<file path="src/hw/rtl/plg_pkg.sv">
// playback lifecycle guard: shared types, state codes and the transition table
// used by plg_rules and playback_lifecycle_guard_core; no dependencies
`timescale 1ns / 1ps
`default_nettype none

package plg_pkg;

    localparam int STATE_BITS = 5;
    localparam int NUM_STATES = 25;

    typedef logic [STATE_BITS-1:0] t_state;
    typedef logic [NUM_STATES-1:0] t_state_mask;

    localparam t_state S_NOTCREATED     = 5'd0;
    localparam t_state S_CREATED        = 5'd1;
    localparam t_state S_BUILDING       = 5'd2;
    localparam t_state S_BUILDFAILED    = 5'd3;
    localparam t_state S_READY          = 5'd4;
    localparam t_state S_STARTING       = 5'd5;
    localparam t_state S_BUFFERING      = 5'd6;
    localparam t_state S_PLAYING        = 5'd7;
    localparam t_state S_REBUFFERING    = 5'd8;
    localparam t_state S_STALLED        = 5'd9;
    localparam t_state S_PAUSING        = 5'd10;
    localparam t_state S_PAUSED         = 5'd11;
    localparam t_state S_RESUMING       = 5'd12;
    localparam t_state S_SEEKING        = 5'd13;
    localparam t_state S_FLUSHING       = 5'd14;
    localparam t_state S_TRACKSWITCHING = 5'd15;
    localparam t_state S_DRAINING       = 5'd16;
    localparam t_state S_EOS            = 5'd17;
    localparam t_state S_SYSSUSPENDING  = 5'd18;
    localparam t_state S_SYSSUSPENDED   = 5'd19;
    localparam t_state S_SYSRESUMING    = 5'd20;
    localparam t_state S_RECOVERING     = 5'd21;
    localparam t_state S_FAILED         = 5'd22;
    localparam t_state S_CLOSING        = 5'd23;
    localparam t_state S_CLOSED         = 5'd24;
    localparam t_state S_LAST           = S_CLOSED;

    localparam logic OP_MOVE          = 1'b0;
    localparam logic OP_BUILD_FAILURE = 1'b1;

    localparam logic [1:0] ERR_NONE    = 2'd0;
    localparam logic [1:0] ERR_INVALID = 2'd1;
    localparam logic [1:0] ERR_CLOSED  = 2'd2;

    typedef struct packed {
        logic       take;
        t_state     to_state;
        logic [1:0] err;
        logic       load_kind;
        logic       clr_kind;
    } t_decision;

    function automatic t_state_mask bit_of(input t_state s);
        bit_of = t_state_mask'(1) << s;
    endfunction

    // ordinary targets per source; closing and closed are handled apart
    function automatic t_state_mask legal_next(input t_state cur);
        t_state_mask m;
        m = '0;
        case (cur)
            S_NOTCREATED:     m = bit_of(S_CREATED) | bit_of(S_BUILDING);
            S_CREATED:        m = bit_of(S_BUILDING);
            S_BUILDING:       m = bit_of(S_READY) | bit_of(S_BUILDFAILED);
            S_BUILDFAILED:    m = bit_of(S_BUILDING);
            S_READY:          m = bit_of(S_STARTING) | bit_of(S_SEEKING)
                                | bit_of(S_TRACKSWITCHING);
            S_STARTING:       m = bit_of(S_PLAYING) | bit_of(S_BUFFERING)
                                | bit_of(S_PAUSING);
            S_BUFFERING:      m = bit_of(S_PLAYING) | bit_of(S_REBUFFERING)
                                | bit_of(S_STALLED) | bit_of(S_PAUSING);
            S_PLAYING:        m = bit_of(S_PAUSING) | bit_of(S_SEEKING)
                                | bit_of(S_TRACKSWITCHING) | bit_of(S_DRAINING)
                                | bit_of(S_REBUFFERING);
            S_REBUFFERING:    m = bit_of(S_PLAYING) | bit_of(S_STALLED)
                                | bit_of(S_PAUSING);
            S_STALLED:        m = bit_of(S_RECOVERING) | bit_of(S_FAILED)
                                | bit_of(S_PAUSING);
            S_PAUSING:        m = bit_of(S_PAUSED);
            S_PAUSED:         m = bit_of(S_RESUMING) | bit_of(S_SEEKING)
                                | bit_of(S_TRACKSWITCHING);
            S_RESUMING:       m = bit_of(S_PLAYING) | bit_of(S_BUFFERING);
            S_SEEKING:        m = bit_of(S_FLUSHING) | bit_of(S_READY)
                                | bit_of(S_PLAYING) | bit_of(S_PAUSED);
            S_FLUSHING:       m = bit_of(S_READY) | bit_of(S_PLAYING) | bit_of(S_PAUSED);
            S_TRACKSWITCHING: m = bit_of(S_READY) | bit_of(S_PLAYING) | bit_of(S_PAUSED);
            S_DRAINING:       m = bit_of(S_EOS);
            S_EOS:            m = bit_of(S_STARTING) | bit_of(S_SEEKING);
            S_SYSSUSPENDING:  m = bit_of(S_SYSSUSPENDED);
            S_SYSSUSPENDED:   m = bit_of(S_SYSRESUMING);
            S_SYSRESUMING:    m = bit_of(S_READY) | bit_of(S_PLAYING) | bit_of(S_PAUSED);
            S_RECOVERING:     m = bit_of(S_READY) | bit_of(S_PLAYING) | bit_of(S_FAILED);
            S_FAILED:         m = bit_of(S_RECOVERING);
            default:          m = '0;
        endcase
        legal_next = m;
    endfunction

    function automatic logic move_legal(input t_state cur, input t_state tgt);
        logic ok;
        t_state_mask m;
        m = legal_next(cur);
        if (cur == S_CLOSED) begin
            ok = (tgt == S_CLOSED);
        end else if (tgt == S_CLOSED) begin
            ok = (cur == S_CLOSING);
        end else if (tgt == S_CLOSING) begin
            ok = 1'b1;
        end else if (cur == S_CLOSING) begin
            ok = 1'b0;
        end else if (cur > S_LAST || tgt > S_LAST) begin
            ok = 1'b0;
        end else begin
            ok = m[tgt];
        end
        move_legal = ok;
    endfunction

endpackage

`default_nettype wire

</file>
<file path="src/hw/rtl/plg_rules.sv">
// playback lifecycle guard: decides one request against the held state
// depends on plg_pkg
`timescale 1ns / 1ps
`default_nettype none

module plg_rules #(
    parameter int KIND_BITS = 4
) (
    input  wire logic                 i_opcode,
    input  wire plg_pkg::t_state      i_target,
    input  wire logic [KIND_BITS-1:0] i_kind,
    input  wire plg_pkg::t_state      i_cur_state,
    output plg_pkg::t_decision        o_dec
);

    always_comb begin
        o_dec = '0;
        if (i_opcode == plg_pkg::OP_MOVE) begin
            if (plg_pkg::move_legal(i_cur_state, i_target)) begin
                o_dec.take     = 1'b1;
                o_dec.to_state = i_target;
                o_dec.err      = plg_pkg::ERR_NONE;
                o_dec.clr_kind = (i_target != plg_pkg::S_BUILDING)
                              && (i_target != plg_pkg::S_BUILDFAILED);
            end else begin
                o_dec.to_state = i_target;
                o_dec.err      = (i_target == plg_pkg::S_CLOSED) ?
                                 plg_pkg::ERR_CLOSED : plg_pkg::ERR_INVALID;
            end
        end else begin
            o_dec.to_state = plg_pkg::S_BUILDFAILED;
            if (i_cur_state == plg_pkg::S_BUILDING && i_kind != '0) begin
                o_dec.take      = 1'b1;
                o_dec.err       = plg_pkg::ERR_NONE;
                o_dec.load_kind = 1'b1;
            end else begin
                o_dec.err = plg_pkg::ERR_INVALID;
            end
        end
    end

endmodule

`default_nettype wire

</file>
<file path="src/hw/rtl/playback_lifecycle_guard_core.sv">
// playback lifecycle guard top level: input register, rule check, result register
// depends on plg_pkg and plg_rules
//
// usage: requests arrive on the s_axis channel, one per beat; tuser carries the
// opcode (move or build failure), tdata the target state and the failure kind.
// each request gives exactly one result beat on m_axis with the accept flag,
// the state before and after, the error code, the stored kind and the revision.
// path: an accepted request waits in the input register, is checked against the
// held state and is then loaded into the result register that drives m_axis.
// throughput: one request per cycle while m_axis_tready is high; the state, kind
// and revision registers are updated in the same cycle the request leaves the input
// register, so the next request sees them immediately.
// stall: when m_axis_tready is low the result register holds, the input
// register fills behind it and s_axis_tready drops; nothing is dropped.
// reset: synchronous, active low; the lifecycle returns to not created, kind
// and revision to zero, and both register stages empty.
`timescale 1ns / 1ps
`default_nettype none

module playback_lifecycle_guard_core #(
    parameter int REVISION_BITS = 32,
    parameter int KIND_BITS     = 4
) (
    input  wire logic i_clk,
    input  wire logic i_rst_n,

    input  wire logic s_axis_tvalid,
    output logic      s_axis_tready,
    // target_state, failure_kind
    input  wire logic [((plg_pkg::STATE_BITS+KIND_BITS+7)/8)*8-1:0] s_axis_tdata,
    // opcode
    input  wire logic [0:0] s_axis_tuser,

    output logic      m_axis_tvalid,
    input  wire logic m_axis_tready,
    // accepted, from_state, to_state, error_code, kind_now, revision
    output logic [((1+2*plg_pkg::STATE_BITS+2+KIND_BITS+REVISION_BITS+7)/8)*8-1:0]
                      m_axis_tdata
);

    localparam int SB      = plg_pkg::STATE_BITS;
    localparam int OUT_W   = 1 + 2*SB + 2 + KIND_BITS + REVISION_BITS;
    localparam int OUT_PAD = ((OUT_W + 7) / 8) * 8;

    logic                     r_in_valid;
    logic                     r_in_op;
    plg_pkg::t_state          r_in_tgt;
    logic [KIND_BITS-1:0]     r_in_kind;

    plg_pkg::t_state          r_state;
    logic [KIND_BITS-1:0]     r_kind;
    logic [REVISION_BITS-1:0] r_rev;

    logic                     r_out_valid;
    logic                     r_out_acc;
    plg_pkg::t_state          r_out_from;
    plg_pkg::t_state          r_out_to;
    logic [1:0]               r_out_err;
    logic [KIND_BITS-1:0]     r_out_kind;
    logic [REVISION_BITS-1:0] r_out_rev;

    plg_pkg::t_decision       w_dec;
    logic                     w_adv;
    logic                     w_in_acc;
    plg_pkg::t_state          n_state;
    logic [KIND_BITS-1:0]     n_kind;
    logic [REVISION_BITS-1:0] n_rev;

    assign w_adv         = r_in_valid && (!r_out_valid || m_axis_tready);
    assign s_axis_tready = !r_in_valid || w_adv;
    assign w_in_acc      = s_axis_tvalid && s_axis_tready;

    plg_rules #(
        .KIND_BITS (KIND_BITS)
    ) u_rules (
        .i_opcode    (r_in_op),
        .i_target    (r_in_tgt),
        .i_kind      (r_in_kind),
        .i_cur_state (r_state),
        .o_dec       (w_dec)
    );

    always_comb begin
        n_state = r_state;
        n_kind  = r_kind;
        n_rev   = r_rev;
        if (w_dec.take) begin
            n_state = w_dec.to_state;
            n_rev   = r_rev + REVISION_BITS'(1);
            if (w_dec.load_kind) begin
                n_kind = r_in_kind;
            end else if (w_dec.clr_kind) begin
                n_kind = '0;
            end
        end
    end

    // input register
    always_ff @(posedge i_clk) begin
        if (!i_rst_n) begin
            r_in_valid <= 1'b0;
        end else if (s_axis_tready) begin
            r_in_valid <= s_axis_tvalid;
        end
    end

    always_ff @(posedge i_clk) begin
        if (w_in_acc) begin
            r_in_op   <= s_axis_tuser[0];
            r_in_tgt  <= s_axis_tdata[SB-1:0];
            r_in_kind <= s_axis_tdata[SB+KIND_BITS-1:SB];
        end
    end

    // lifecycle state
    always_ff @(posedge i_clk) begin
        if (!i_rst_n) begin
            r_state <= plg_pkg::S_NOTCREATED;
            r_kind  <= '0;
            r_rev   <= '0;
        end else if (w_adv) begin
            r_state <= n_state;
            r_kind  <= n_kind;
            r_rev   <= n_rev;
        end
    end

    // result register
    always_ff @(posedge i_clk) begin
        if (!i_rst_n) begin
            r_out_valid <= 1'b0;
        end else if (w_adv) begin
            r_out_valid <= 1'b1;
        end else if (m_axis_tready) begin
            r_out_valid <= 1'b0;
        end
    end

    always_ff @(posedge i_clk) begin
        if (w_adv) begin
            r_out_acc  <= w_dec.take;
            r_out_from <= r_state;
            r_out_to   <= w_dec.to_state;
            r_out_err  <= w_dec.err;
            r_out_kind <= n_kind;
            r_out_rev  <= n_rev;
        end
    end

    assign m_axis_tvalid = r_out_valid;
    assign m_axis_tdata  = {{(OUT_PAD-OUT_W){1'b0}}, r_out_rev, r_out_kind, r_out_err,
                            r_out_to, r_out_from, r_out_acc};

    a_state_in_range: assert property (@(posedge i_clk) disable iff (!i_rst_n)
        r_state <= plg_pkg::S_LAST)
        else $error("lifecycle state out of range");

    a_closed_sticky: assert property (@(posedge i_clk) disable iff (!i_rst_n)
        (r_state == plg_pkg::S_CLOSED) |=> (r_state == plg_pkg::S_CLOSED))
        else $error("left closed state");

    a_rev_bump: assert property (@(posedge i_clk) disable iff (!i_rst_n)
        (w_adv && w_dec.take) |=> (r_rev == $past(r_rev) + REVISION_BITS'(1)))
        else $error("revision not bumped on taken request");

    a_err_matches_acc: assert property (@(posedge i_clk) disable iff (!i_rst_n)
        r_out_valid |-> (r_out_acc == (r_out_err == plg_pkg::ERR_NONE)))
        else $error("error code disagrees with accept flag");

endmodule

`default_nettype wire
</file>
<file path="config.mk">
export PLATFORM = sky130hd
export DESIGN_NAME = playback_lifecycle_guard_core
export DESIGN_NICKNAME = d
export VERILOG_FILES = /design/src/hw/rtl/plg_pkg.sv /design/src/hw/rtl/plg_rules.sv /design/src/hw/rtl/playback_lifecycle_guard_core.sv
export SDC_FILE = /design/constraint.sdc
export NUM_CORES = 1
export LEC_CHECK = 0
export BUFFER_PORTS_ARGS = -buffer_cell sky130_fd_sc_hd__buf_4
export CORE_ASPECT_RATIO = 0.7
export CORE_MARGIN = 4
export CORE_UTILIZATION = 30
export CTS_CLUSTER_SIZE = 10
export DETAILED_ROUTE_END_ITERATION = 12
export GPL_TIMING_DRIVEN = 0
export PLACE_DENSITY = 0.49
export SLEW_MARGIN = 20
export SYNTH_ARGS = -nofsm -noshare
export SYNTH_HDL_FRONTEND = slang
export SYNTH_HIERARCHICAL = 1
export SYNTH_SLANG_ARGS = --single-unit
</file>
<file path="constraint.sdc">
create_clock -name i_clk -period 6.28 [get_ports i_clk]
set_clock_uncertainty 0.05 [all_clocks]
set_input_delay 0.628 -clock i_clk [delete_from_list [all_inputs] [get_ports i_clk]]
set_output_delay 0.628 -clock i_clk [all_outputs]
set_load 0.05 [all_outputs]
</file>
==> implementation parameters, run 1 <==
Parameter                              Value

Worst setup path
  Most frequent cell on the critical path    sky130_fd_sc_hd__o311ai_1
  Delay contributed by the slowest stage of the critical path    580 ps
  Crit path max-delay cell type    sky130_fd_sc_hd__or4_1
  Reg2Reg Depth    14
  Crit end category    flip-flop
  Worst Setup Start Kind    flip-flop
  Flop2flop setup slack    1810 ps
  Required time of the critical path    6340 ps
  Cell Chain, Critical Path    inv_1 > ha_1 > mux2i_1 > o21ai_0 > o311ai_1 > o311ai_1 > and4b_1 > or3_1 > buf_2 > and3_1 > clkbuf_1 > nand2_1 > or4_1 > xnor2_1
  Worst EP arrival    4530 ps
  End of the worst register-to-register path    r_out_rev[29]
  Critical R2R Launch    r_state[1]
  CP max FO    10
  Worst Path Class, Setup    flip-flop to flip-flop

CTS
  Clk root buf    sky130_fd_sc_hd__clkbuf_16
  Sink count of the clock tree    102
  CTS tree    yes
  Post-CTS repair timing setup buffer count    0
  Num CTS Buffers    9
  Post-CTS sizing    0
  Number of hold buffers added after cts    0
  Number of levels in the clock H-tree    3
  Clk buf depth    2
  Clock transition at the registers of the reported paths    70 ps
  Worst-skew pair later-pin latency    360 ps

Drt
  Detail-routed net length per standard cell    17.33 um
  Number of DRC violations after detailed routing    0
  Total vias in the final route    4274
  DR iter-0 viols    401
  DRT Wirelength    14510 um
  ANT nets after route    0
  Via-per-instance ratio    5.106
  Initial DRT Pass Iterations    5

Synthesis
  Netlist area before placement    0.005278 sq mm
  Leading area contributor after synthesis    sky130_fd_sc_hd__edfxtp_1
  Sequential fraction of the synthesis area    0.4988
  Yosys cell types    61
  Primary flip-flop cell chosen by synthesis mapping    sky130_fd_sc_hd__edfxtp_1
  Number of synthesis warnings    6
  Top-area cell type share of the netlist area    0.3357
  Gate Count Post-Synth    519
  Post-Synthesis Mean Instance Area    10.17 sq um
  Flop and latch count out of synthesis    102
  Share of synthesized registers carrying an async set or reset    0
  Number of enable flip-flop cells after synthesis    59
  Top area cells in the synthesized netlist    sky130_fd_sc_hd__edfxtp_1, sky130_fd_sc_hd__dfxtp_1, sky130_fd_sc_hd__nand2_1

Hold path
  Worst min path class    primary input to flip-flop
  Launch instance of the worst min-delay path    s_axis_tdata[2]
  Hold Path Depth    1
  Endpoint, Worst Hold    r_in_tgt[2]

Cells and area
  Filler cells    1761
  Antenna fix cells    0
  Area taken by multi-input logic gates    0.002366 sq mm
  Fraction of final layout cells sized beyond drive strength 1    0.2063
  Final std cells w/o fill    837
  Register cell area after layout    0.002633 sq mm
  Number of nets in the layout    629
  Area growth from synthesis to final layout    20.72%
  Share of the core filled with cells    0.3701

STA
  Time the final worst path needs with I/O delays and setup    4472 ps
  Post-Route Setup TNS    0 ps
  Number of failing hold endpoints at the final stage    0
  Unrepaired setup endpoints after global routing    false
  Portion of the clock cycle consumed by the worst path in the final layout    0.7121
  Hold_ws    395.2 ps
  Peak clock frequency supported by timing    223.6 MHz
  Worst slew margin    0.4829
  Worst slew pin tran    768.5 ps
  Final-report max-slew violation count    0
  Final setup fails    0

Global route
  Wire length of the first global-routing pass    22950 um
  Antenna violations before repair    0
  Total congestion overflow    0
  Number of global-route vias before repair    3986
  GRT Overall Usage    0.1473
  Largest net degree at the start of global routing    36

Floorplanning
  Initial cell density of the core    0.3065
  Die outline width    166.5 um
  Num ports    79
  Die Y    119.0 um
  Core area    0.01722 sq mm
  Floorplan die area    0.01981 sq mm
  Std-Cell Rows    40

Power and ir drop
  Max IR drop VDD    123.9 uV
  Power per unit of standard cell area    227.3 mW/mm^2
  Power consumption    1.448 mW
  Total leakage power    2.272 nW

Flow run
  Maximum Capacitance Violations    0

Place
  Inst Count DP    821
  Count of port buffers added during placement    64
  Detailed Place HPWL    10780 um
  Routability-driven placement congestion ratio    0.8512

Status
  Status    completed
[registers in the layout (all words and copies together) (netlist names)]
| name | flops |
|---|---|
| r_in_kind | 4 |
| r_out_from | 5 |
| r_out_kind | 4 |
| r_state | 5 |
| r_rev | 32 |
| m_axis_tvalid | 1 |
| r_in_tgt | 5 |
| r_kind | 4 |
| r_in_valid | 1 |
| r_out_acc | 1 |
| r_out_err | 2 |
| r_out_to | 5 |
| r_out_rev | 32 |
| r_in_op | 1 |
[critical path: cells and delay by family (launching register included)]
| family | cells | cell delay (ps) |
|---|---|---|
| simple gates | 5 | 1450 |
| compound gates | 3 | 800 |
| buf+inv | 3 | 790 |
| flops | 1 | 460 |
| fa+ha+maj | 1 | 390 |
| xor+xnor | 1 | 140 |
| mux | 1 | 120 |
[through the flow]
stage / worst slack [ps] / instance area (sq um)
6_report: 1808 / 6371
3_5_place_dp: 1909 / 6091
5_1_grt: 1491 / 6371
4_1_cts: 1865 / 6371
3_3_place_gp: 1805 / 6070
2_1_floorplan: 2845 / 5300
[layout by cell type, fill, tap and decap left out, drive strengths merged, types with 16 or more instances in the layout]
cell,synthesis,final
nor2,34,34
a21oi,23,23
nor3,16,16
inv,15,18
edfxtp,59,59
nand3,26,26
nand2,46,46
xor2,18,18
dfxtp,43,43
or4,16,16
xnor2,19,19
clkbuf,10,19
buf,29,94
nand4,18,18
[routing by layer]
layer	share of wire	GRT usage	wire length (um)	vias up
li1	-	-	-	2066
met1	0.54	0.2397	7894	2049
met2	0.38	0.1850	5444	147
met3	0.071	0.04346	1029	12
met4	0.0094	0.03270	137	0
met5	0	0	0	-
[area by class of cell]
class / count / share of cell area
Inverter: 16 / 0.009427
Buffer: 39 / 0.03810
Clock inverter: 7 / 0.008641
Clock buffer: 9 / 0.03535
Timing Repair Buffer: 65 / 0.07855
Multi-Input combinational cell: 368 / 0.3714
Tap cell: 231 / 0.04537
Sequential cell: 102 / 0.4132
[logic make-up after synthesis]
group | count (synthesis) | share of synthesized area
and+or+nand+nor | 234 | 0.2513
DFF | 102 | 0.4988
AOI/OAI and AO/OA | 71 | 0.09081
buffers and inverters | 55 | 0.05713
xor gates and xnor gates | 37 | 0.06140
muxes | 12 | 0.02323
adders and majority gates | 7 | 0.01659
other | 1 | 0.0007106
[how the worst max path moves through the flow]
stage	slack, ps	to	start	depth (start not counted)
finish	1810	r_out_rev[29]	r_state[1]	14
global route	1490	r_out_rev[29]	r_state[1]	14
CTS	1860	r_out_rev[29]	r_state[1]	14
detailed placement	1910	r_out_rev[29]	r_state[1]	14
global placement	1800	r_out_rev[29]	r_state[1]	14
floorplan	2840	r_out_rev[29]	r_state[1]	14
[cells in the mapped netlist (8+ instances only)]
| master | n |
|---|---|
| sky130_fd_sc_hd__xnor2_1 | 19 |
| sky130_fd_sc_hd__nor3_1 | 16 |
| sky130_fd_sc_hd__buf_4 | 14 |
| sky130_fd_sc_hd__edfxtp_1 | 59 |
| sky130_fd_sc_hd__nor2b_1 | 8 |
| sky130_fd_sc_hd__nor4_1 | 10 |
| sky130_fd_sc_hd__nand3_1 | 26 |
| sky130_fd_sc_hd__nand2_1 | 46 |
| sky130_fd_sc_hd__nor2_1 | 34 |
| sky130_fd_sc_hd__a21oi_1 | 23 |
| sky130_fd_sc_hd__clkbuf_1 | 10 |
| sky130_fd_sc_hd__or3_1 | 10 |
| sky130_fd_sc_hd__dfxtp_1 | 43 |
| sky130_fd_sc_hd__xor2_1 | 18 |
| sky130_fd_sc_hd__or4_1 | 14 |
| sky130_fd_sc_hd__mux2i_1 | 10 |
| sky130_fd_sc_hd__inv_1 | 15 |
| sky130_fd_sc_hd__o21ai_0 | 12 |
| sky130_fd_sc_hd__nand2b_1 | 11 |
| sky130_fd_sc_hd__nand4_1 | 15 |
| sky130_fd_sc_hd__buf_2 | 10 |
[power breakdown]
| part | internal [mW] | switching, mW | total, mW | leakage (nW) |
|---|---|---|---|---|
| Clock | 0.274 | 0.269 | 0.543 | 0.138 |
| Sequential | 0.728 | 0.0122 | 0.741 | 0.894 |
| Combinational | 0.0474 | 0.117 | 0.164 | 1.24 |
| Total | 1.05 | 0.398 | 1.45 | 2.27 |
Power figures use the tool's default switching activity.
==> inputs of run 2 (changes only) <==
--- a/config.mk
+++ b/config.mk
@@ -12,7 +12,7 @@
 export CTS_CLUSTER_SIZE = 10
 export DETAILED_ROUTE_END_ITERATION = 12
 export GPL_TIMING_DRIVEN = 0
-export PLACE_DENSITY = 0.49
+export PLACE_DENSITY = 0.51
 export SLEW_MARGIN = 20
 export SYNTH_ARGS = -nofsm -noshare
 export SYNTH_HDL_FRONTEND = slang
==> constraint.sdc (replaced) <==
create_clock -name i_clk -period 4 [get_ports i_clk]
set_clock_uncertainty 0.05 [all_clocks]
set_input_delay 0.4 -clock i_clk [delete_from_list [all_inputs] [get_ports i_clk]]
set_output_delay 0.4 -clock i_clk [all_outputs]
set_load 0.05 [all_outputs]
==> run 2 against run 1 <==
Routed wire length grew 3.5%. Sequential cell count did not move. Sequential share of layout area fell by 0.58 points. Register-to-register slack worse by 1700 ps. Die area is the same. Total power increased by 62%. Global-route usage is 0.16 points higher. Clock-buffer cell count unchanged. Maximum frequency is 16% higher. Cell area up 1.6%. Utilization increased by 0.58 points. Highest routed layer unchanged.
==> implementation parameters, run 2 (synthesis gave the netlist of run 1 again) <==
Parameter                              Value

Place
  Routability-driven placement congestion ratio    0.8739 (+2.7%)
  Detailed Place HPWL    10880 um (+0.87%)
  Placement Cell Area    0.006126 sq mm (+0.58%)
  Count of port buffers added during placement    64 (unchanged)
  Setup Slack @ Placement    -290.1 ps (-2199 ps)
  Inst Count DP    822 (+0.12%)

Drt
  Initial DRT Pass Iterations    5 (unchanged)
  Number of DRC violations after detailed routing    0 (unchanged)
  Detail-routed net length per standard cell    17.95 um (+3.6%)
  Total vias in the final route    4342 (+1.6%)
  Via-per-instance ratio    5.194 (+1.7%)
  ANT nets after route    0 (unchanged)
  DRT Wirelength    15010 um (+3.5%)
  DR iter-0 viols    380 (-5.2%)

Floorplanning
  Core area    0.01722 sq mm (unchanged)
  Initial cell density of the core    0.3065 (unchanged)
  Die Y    119.0 um (unchanged)
  Num ports    79 (unchanged)
  Die outline width    166.5 um (unchanged)
  Std-Cell Rows    40 (unchanged)
  Floorplan die area    0.01981 sq mm (unchanged)

STA
  Final-report max-slew violation count    0 (unchanged)
  Final setup fails    0 (unchanged)
  Worst slew pin tran    738.2 ps (-30.34 ps)
  Post-Route Setup TNS    0 ps (unchanged)
  Final setup margin    157.5 ps (-1651 ps)
  Number of failing hold endpoints at the final stage    0 (unchanged)
  Unrepaired setup endpoints after global routing    false
  Peak clock frequency supported by timing    260.2 MHz (+16%)
  Time the final worst path needs with I/O delays and setup    3842 ps (-629.3 ps)
  Worst slew margin    0.5034 (+0.02041)
  Hold_ws    163.6 ps (-231.5 ps)
  Portion of the clock cycle consumed by the worst path in the final layout    0.9606 (+0.2486)

Power and ir drop
  Share of total power consumed by net switching    0.2682 (-0.006685)
  Share of power burned in registers    0.496 (-0.015)
  Part of the total power dissipated in the clock network    0.391 (+0.016)
  Total leakage power    2.299 nW (+1.2%)
  Logic pwr share    0.113 (about the same)
  Power per unit of standard cell area    362.6 mW/mm^2 (+60%)
  Max IR drop VDD    174.1 uV (+40%)
  Psw    0.6294 mW (+58%)
  Int Power    1.717 mW (+64%)
  Power consumption    2.346 mW (+62%)

Cells and area
  Register cell area after layout    0.002636 sq mm (+0.14%)
  Area growth from synthesis to final layout    22.62%
  Largest regs    r_out_rev x32, r_rev x32
  Share of the core filled with cells    0.3759 (+0.005814)
  Most common cell after layout, fill and taps aside    sky130_fd_sc_hd__buf_4
  Final cell area excluding filler cells    0.006471 sq mm (+1.6%)
  Fraction of final layout cells sized beyond drive strength 1    0.2248 (+0.01852)
  Number of nets in the layout    628 (-0.16%)
  Area taken by multi-input logic gates    0.002411 sq mm (+1.9%)
  Most frequent cells in the layout    sky130_fd_sc_hd__buf_4, sky130_fd_sc_hd__edfxtp_1, sky130_fd_sc_hd__nand2_1
  Antenna fix cells    0 (unchanged)
  Final std cells w/o fill    836 (-0.12%)
  Filler cells    1759 (-0.11%)

Global route
  Total congestion overflow    0 (unchanged)
  Largest net degree at the start of global routing    28 (-22%)
  Wire length of the first global-routing pass    23200 um (+1.1%)
  Number of global-route vias before repair    4039 (+1.3%)
  GRT Overall Usage    0.1489 (+0.001642)
  Antenna violations before repair    0 (unchanged)

CTS
  Clk buf depth    2 (unchanged)
  Worst-skew pair later-pin latency    360 ps (about the same)
  Clock transition at the registers of the reported paths    70 ps (about the same)
  Post-CTS repair timing setup buffer count    0 (unchanged)
  Clk root buf    sky130_fd_sc_hd__clkbuf_16
  CTS tree    yes
  Sink count of the clock tree    102 (unchanged)
  Num CTS Buffers    9 (unchanged)
  Number of levels in the clock H-tree    3 (unchanged)

Flow run
  Maximum Capacitance Violations    0 (unchanged)

Worst setup path
  End of the worst register-to-register path    r_out_rev[31]
  Worst EP arrival    3900 ps (-630 ps)
  Flop2flop setup slack    160 ps (-1650 ps)
  Reg2Reg Depth    13 (-1)
  Worst Path Class, Setup    flip-flop to flip-flop
  Required time of the critical path    4060 ps (-2280 ps)
  CP max FO    10 (unchanged)
  Worst Setup Start Kind    flip-flop
  Crit end category    flip-flop
  Critical R2R Launch    r_state[0]

Status
  Status    completed

Hold path
  Launch instance of the worst min-delay path    s_axis_tdata[0]
  Hold Path Depth    1 (unchanged)
  Worst min path class    primary input to flip-flop
  Endpoint, Worst Hold    r_in_tgt[0]
## run 2: repair_timing
| action | in CTS | in global routing |
|---|---|---|
| resized for setup | 2 | 12 |
| hold buffers | 0 | 0 |
| hold endpoints to repair | 0 | 0 |
| endpoints found under the setup margin | 9 | 29 |
| cloned | 0 | 0 |
| pin swaps | 0 | 1 |
## run 2: power groups by stage
stage / logic, mW / registers [mW] / clock network [mW]
after floorplan: 0.0962 / 1.26 / 0
after global placement: 0.255 / 1.19 / 0
after detailed placement: 0.263 / 1.19 / 0
after CTS: 0.264 / 1.16 / 0.947
after global routing: 0.282 / 1.17 / 0.982
final: 0.266 / 1.16 / 0.917
## run 2: critical path, cell delays in order (launching register included)
cell,delay [ps]
sky130_fd_sc_hd__dfxtp_1,400
sky130_fd_sc_hd__inv_1,210
sky130_fd_sc_hd__ha_1,300
sky130_fd_sc_hd__mux2_2,210
sky130_fd_sc_hd__nand4_1,100
sky130_fd_sc_hd__a211oi_1,410
sky130_fd_sc_hd__or2_1,190
sky130_fd_sc_hd__and4b_1,220
sky130_fd_sc_hd__or3_1,120
sky130_fd_sc_hd__buf_2,190
sky130_fd_sc_hd__and3_4,290
sky130_fd_sc_hd__nand2_1,210
sky130_fd_sc_hd__or4_1,570
sky130_fd_sc_hd__xnor2_1,140
## run 2: final cells by class
class | instances | area share
sequential | 102 | 0.4074
multi-input combinational | 368 | 0.3726
timing repair buffer | 66 | 0.08275
tap | 231 | 0.04466
buffer | 37 | 0.03635
clock buffer | 9 | 0.03480
clock inverter | 7 | 0.01218
inverter | 16 | 0.009281
## run 2: worst max path at each step
stage / from / end / cells after the start
after global placement: r_state[1] / r_out_rev[29] / 14
after global routing: r_state[0] / r_out_rev[31] / 13
after CTS: r_state[1] / r_rev[16] / 13
after detailed placement: r_state[1] / r_out_rev[29] / 14
final: r_state[0] / r_out_rev[31] / 13
after floorplan: r_state[1] / r_out_rev[29] / 14
## run 2: per-layer routing
layer	track usage	part of all wire	vias up
met5	0	0	-
met4	0.03935	0.011	0
met3	0.03616	0.069	16
met2	0.1914	0.38	162
met1	0.2414	0.54	2106
li1	-	-	2058
==> inputs of run 3 (changes only) <==
--- a/config.mk
+++ b/config.mk
@@ -6,13 +6,15 @@
 export NUM_CORES = 1
 export LEC_CHECK = 0
 export BUFFER_PORTS_ARGS = -buffer_cell sky130_fd_sc_hd__buf_4
+export CELL_PAD_IN_SITES_DETAIL_PLACEMENT = 0
+export CELL_PAD_IN_SITES_GLOBAL_PLACEMENT = 2
 export CORE_ASPECT_RATIO = 0.7
 export CORE_MARGIN = 4
 export CORE_UTILIZATION = 30
-export CTS_CLUSTER_SIZE = 10
+export CTS_CLUSTER_SIZE = 30
 export DETAILED_ROUTE_END_ITERATION = 12
 export GPL_TIMING_DRIVEN = 0
-export PLACE_DENSITY = 0.51
+export PLACE_DENSITY = 0.72
 export SLEW_MARGIN = 20
 export SYNTH_ARGS = -nofsm -noshare
 export SYNTH_HDL_FRONTEND = slang
==> run 3 against run 2 <==
Via count fell by 1.9%. Sequential power barely moved. Total power rose by 6.0%. Clock-buffer cell count did not move. Critical endpoint unchanged. Register-to-register slack improved by 70 ps. Combinational power fell by 3%.
==> implementation parameters, run 3 (synthesis gave the netlist of run 1 again) <==
Parameter                              Value

Hold path
  Worst min path class    primary input to flip-flop

Power and ir drop
  Share of power burned in registers    0.468 (-0.028)
  Total leakage power    2.317 nW (+0.79%)
  Share of total power consumed by net switching    0.2395 (-0.02877)
  Part of the total power dissipated in the clock network    0.428 (+0.037)
  Power per unit of standard cell area    382.7 mW/mm^2 (+5.6%)
  Psw    0.5955 mW (-5.4%)
  Max IR drop VDD    187.1 uV (+7.5%)
  Logic pwr share    0.104 (-0.009)
  Int Power    1.891 mW (+10%)
  Power consumption    2.487 mW (+6.0%)

Cells and area
  Number of nets in the layout    628 (unchanged)
  Antenna fix cells    0 (unchanged)
  Most frequent cells in the layout    sky130_fd_sc_hd__buf_4, sky130_fd_sc_hd__edfxtp_1, sky130_fd_sc_hd__nand2_1
  Area growth from synthesis to final layout    23.12%
  Most common cell after layout, fill and taps aside    sky130_fd_sc_hd__buf_4
  Fraction of final layout cells sized beyond drive strength 1    0.2198 (-0.004959)
  Largest regs    r_out_rev x32, r_rev x32
  Final cell area excluding filler cells    0.006497 sq mm (+0.41%)

Worst setup path
  Most frequent cell on the critical path    sky130_fd_sc_hd__o311ai_1
  Worst Path Class, Setup    flip-flop to flip-flop
  Reg2Reg Depth    13 (unchanged)
  Required time of the critical path    4050 ps (about the same)
  Flop2flop setup slack    230 ps (+70 ps)
  End of the worst register-to-register path    r_out_rev[31]
  Critical path depth in cells    13 (unchanged)
  Cell Chain, Critical Path    inv_1 > ha_2 > mux2i_1 > o21ai_0 > o311ai_1 > o311ai_1 > and4b_1 > or3_1 > buf_2 > and3_4 > nand2_1 > or4_1 > xnor2_1
  Crit path max-delay cell type    sky130_fd_sc_hd__or4_1
  Crit end category    flip-flop
  CP max FO    10 (unchanged)
  Worst EP arrival    3830 ps (-70 ps)
  Buf+Inv Stages, Crit Path    2 (unchanged)
  Capturing element of the worst setup path    r_out_rev[31]
  Top Family by Delay on Critical Path    simple AND/OR/NAND/NOR gates
  Launch point of the critical path    r_state[0]
  Critical R2R Launch    r_state[0]
  Delay contributed by the slowest stage of the critical path    580 ps (about the same)
  Worst Setup Start Kind    flip-flop

STA
  Post-Route Setup TNS    0 ps (unchanged)
  Hold_ws    168.9 ps (+5.277 ps)
  Worst slew margin    0.5272 (+0.02385)
  Worst slew pin tran    709.2 ps (-28.96 ps)
  Peak clock frequency supported by timing    265.0 MHz (+1.8%)
  Final-report max-slew violation count    0 (unchanged)
  Final setup margin    226.5 ps (+69.02 ps)
  Number of failing hold endpoints at the final stage    0 (unchanged)
  Time the final worst path needs with I/O delays and setup    3773 ps (-69.02 ps)
  Portion of the clock cycle consumed by the worst path in the final layout    0.9434 (-0.01726)
  Final setup fails    0 (unchanged)

CTS
  Clk buf depth    2 (unchanged)
  Clk root buf    sky130_fd_sc_hd__clkbuf_16
  Worst-skew pair later-pin latency    350 ps (about the same)
  Sink count of the clock tree    102 (unchanged)
  CTS tree    yes
  Num CTS Buffers    9 (unchanged)
  Number of hold buffers added after cts    0 (unchanged)
  Clock transition at the registers of the reported paths    70 ps (about the same)
  Number of levels in the clock H-tree    3 (unchanged)

Drt
  Number of DRC violations after detailed routing    0 (unchanged)
  ANT nets after route    0 (unchanged)
  Via-per-instance ratio    5.097 (-1.9%)
  Detail-routed net length per standard cell    17.56 um (-2.2%)
  DR iter-0 viols    425 (+12%)
  Initial DRT Pass Iterations    5 (unchanged)
  Total vias in the final route    4261 (-1.9%)
  DRT Wirelength    14680 um (-2.2%)

Floorplanning
  Die outline width    166.5 um (unchanged)
  Initial cell density of the core    0.3065 (unchanged)
  Floorplan die area    0.01981 sq mm (unchanged)
  Std-Cell Rows    40 (unchanged)
  Core area    0.01722 sq mm (unchanged)
  Num ports    79 (unchanged)
  Die Y    119.0 um (unchanged)

Status
  Status    completed

Flow run
  Maximum Capacitance Violations    0 (unchanged)

Place
  Detailed Place HPWL    10780 um (-0.93%)
  Placement Cell Area    0.006091 sq mm (-0.57%)
  Count of port buffers added during placement    64 (unchanged)
  Routability-driven placement congestion ratio    0.8417 (-3.7%)
  Setup Slack @ Placement    -405.6 ps (-115.6 ps)

Global route
  Number of global-route vias before repair    4194 (+3.8%)
  Largest net degree at the start of global routing    32 (+14%)
  Antenna violations before repair    0 (unchanged)
  Wire length of the first global-routing pass    23260 um (+0.24%)
  Total congestion overflow    0 (unchanged)
  GRT Overall Usage    0.1492 (+0.0003119)
run 3: area by class of cell:
class,count,area (sq um)
fill,1755,10720
sequential,102,2635
multi-input combinational,368,2409
timing repair buffer,66,508.0
tap,231,289.0
buffer,37,235.2
clock buffer,9,225.2
clock inverter,7,136.4
inverter,16,60.06
run 3: how the worst min path moves through the flow:
stage	cells past startpoint	slack [ps]	startpoint	to
after CTS	1	160	s_axis_tdata[3]	r_in_tgt[3]
after detailed placement	2	430	r_rev[30]	r_rev[30]
after floorplan	2	400	r_rev[30]	r_rev[30]
after global routing	1	150	s_axis_tuser	r_in_op
final	1	170	s_axis_tdata[4]	r_in_tgt[4]
after global placement	2	410	r_rev[30]	r_rev[30]
run 3: per-layer routing:
layer / track usage / share of wire / wire, um
met1: 0.2354 / 0.54 / 7889
met2: 0.1924 / 0.38 / 5566
met3: 0.04015 / 0.069 / 1009
met4: 0.04803 / 0.014 / 212
met5: 0 / 0 / 0
run 3: timing repair:
item                                    in CTS  in global routing
pin swaps                                    0                  1
resized for setup                            3                  8
endpoints found under the setup margin      15                 33
buffers inserted                             0                  1
run 3: per-stage QoR:
step	instances	util
floorplan	525	-
global placement	820	0.3525
detailed placement	821	0.3538
CTS	836	0.3754
global route	836	0.3774
finish	836	0.3774
run 3: power by group through the flow:
| stage | combinational, mW | clock, mW | sequential, mW |
|---|---|---|---|
| 2_1_floorplan | 0.0962 | 0 | 1.26 |
| 3_3_place_gp | 0.254 | 0 | 1.19 |
| 3_5_place_dp | 0.258 | 0 | 1.19 |
| 4_1_cts | 0.259 | 1.09 | 1.16 |
| 5_1_grt | 0.276 | 1.13 | 1.17 |
| 6_report | 0.259 | 1.06 | 1.16 |
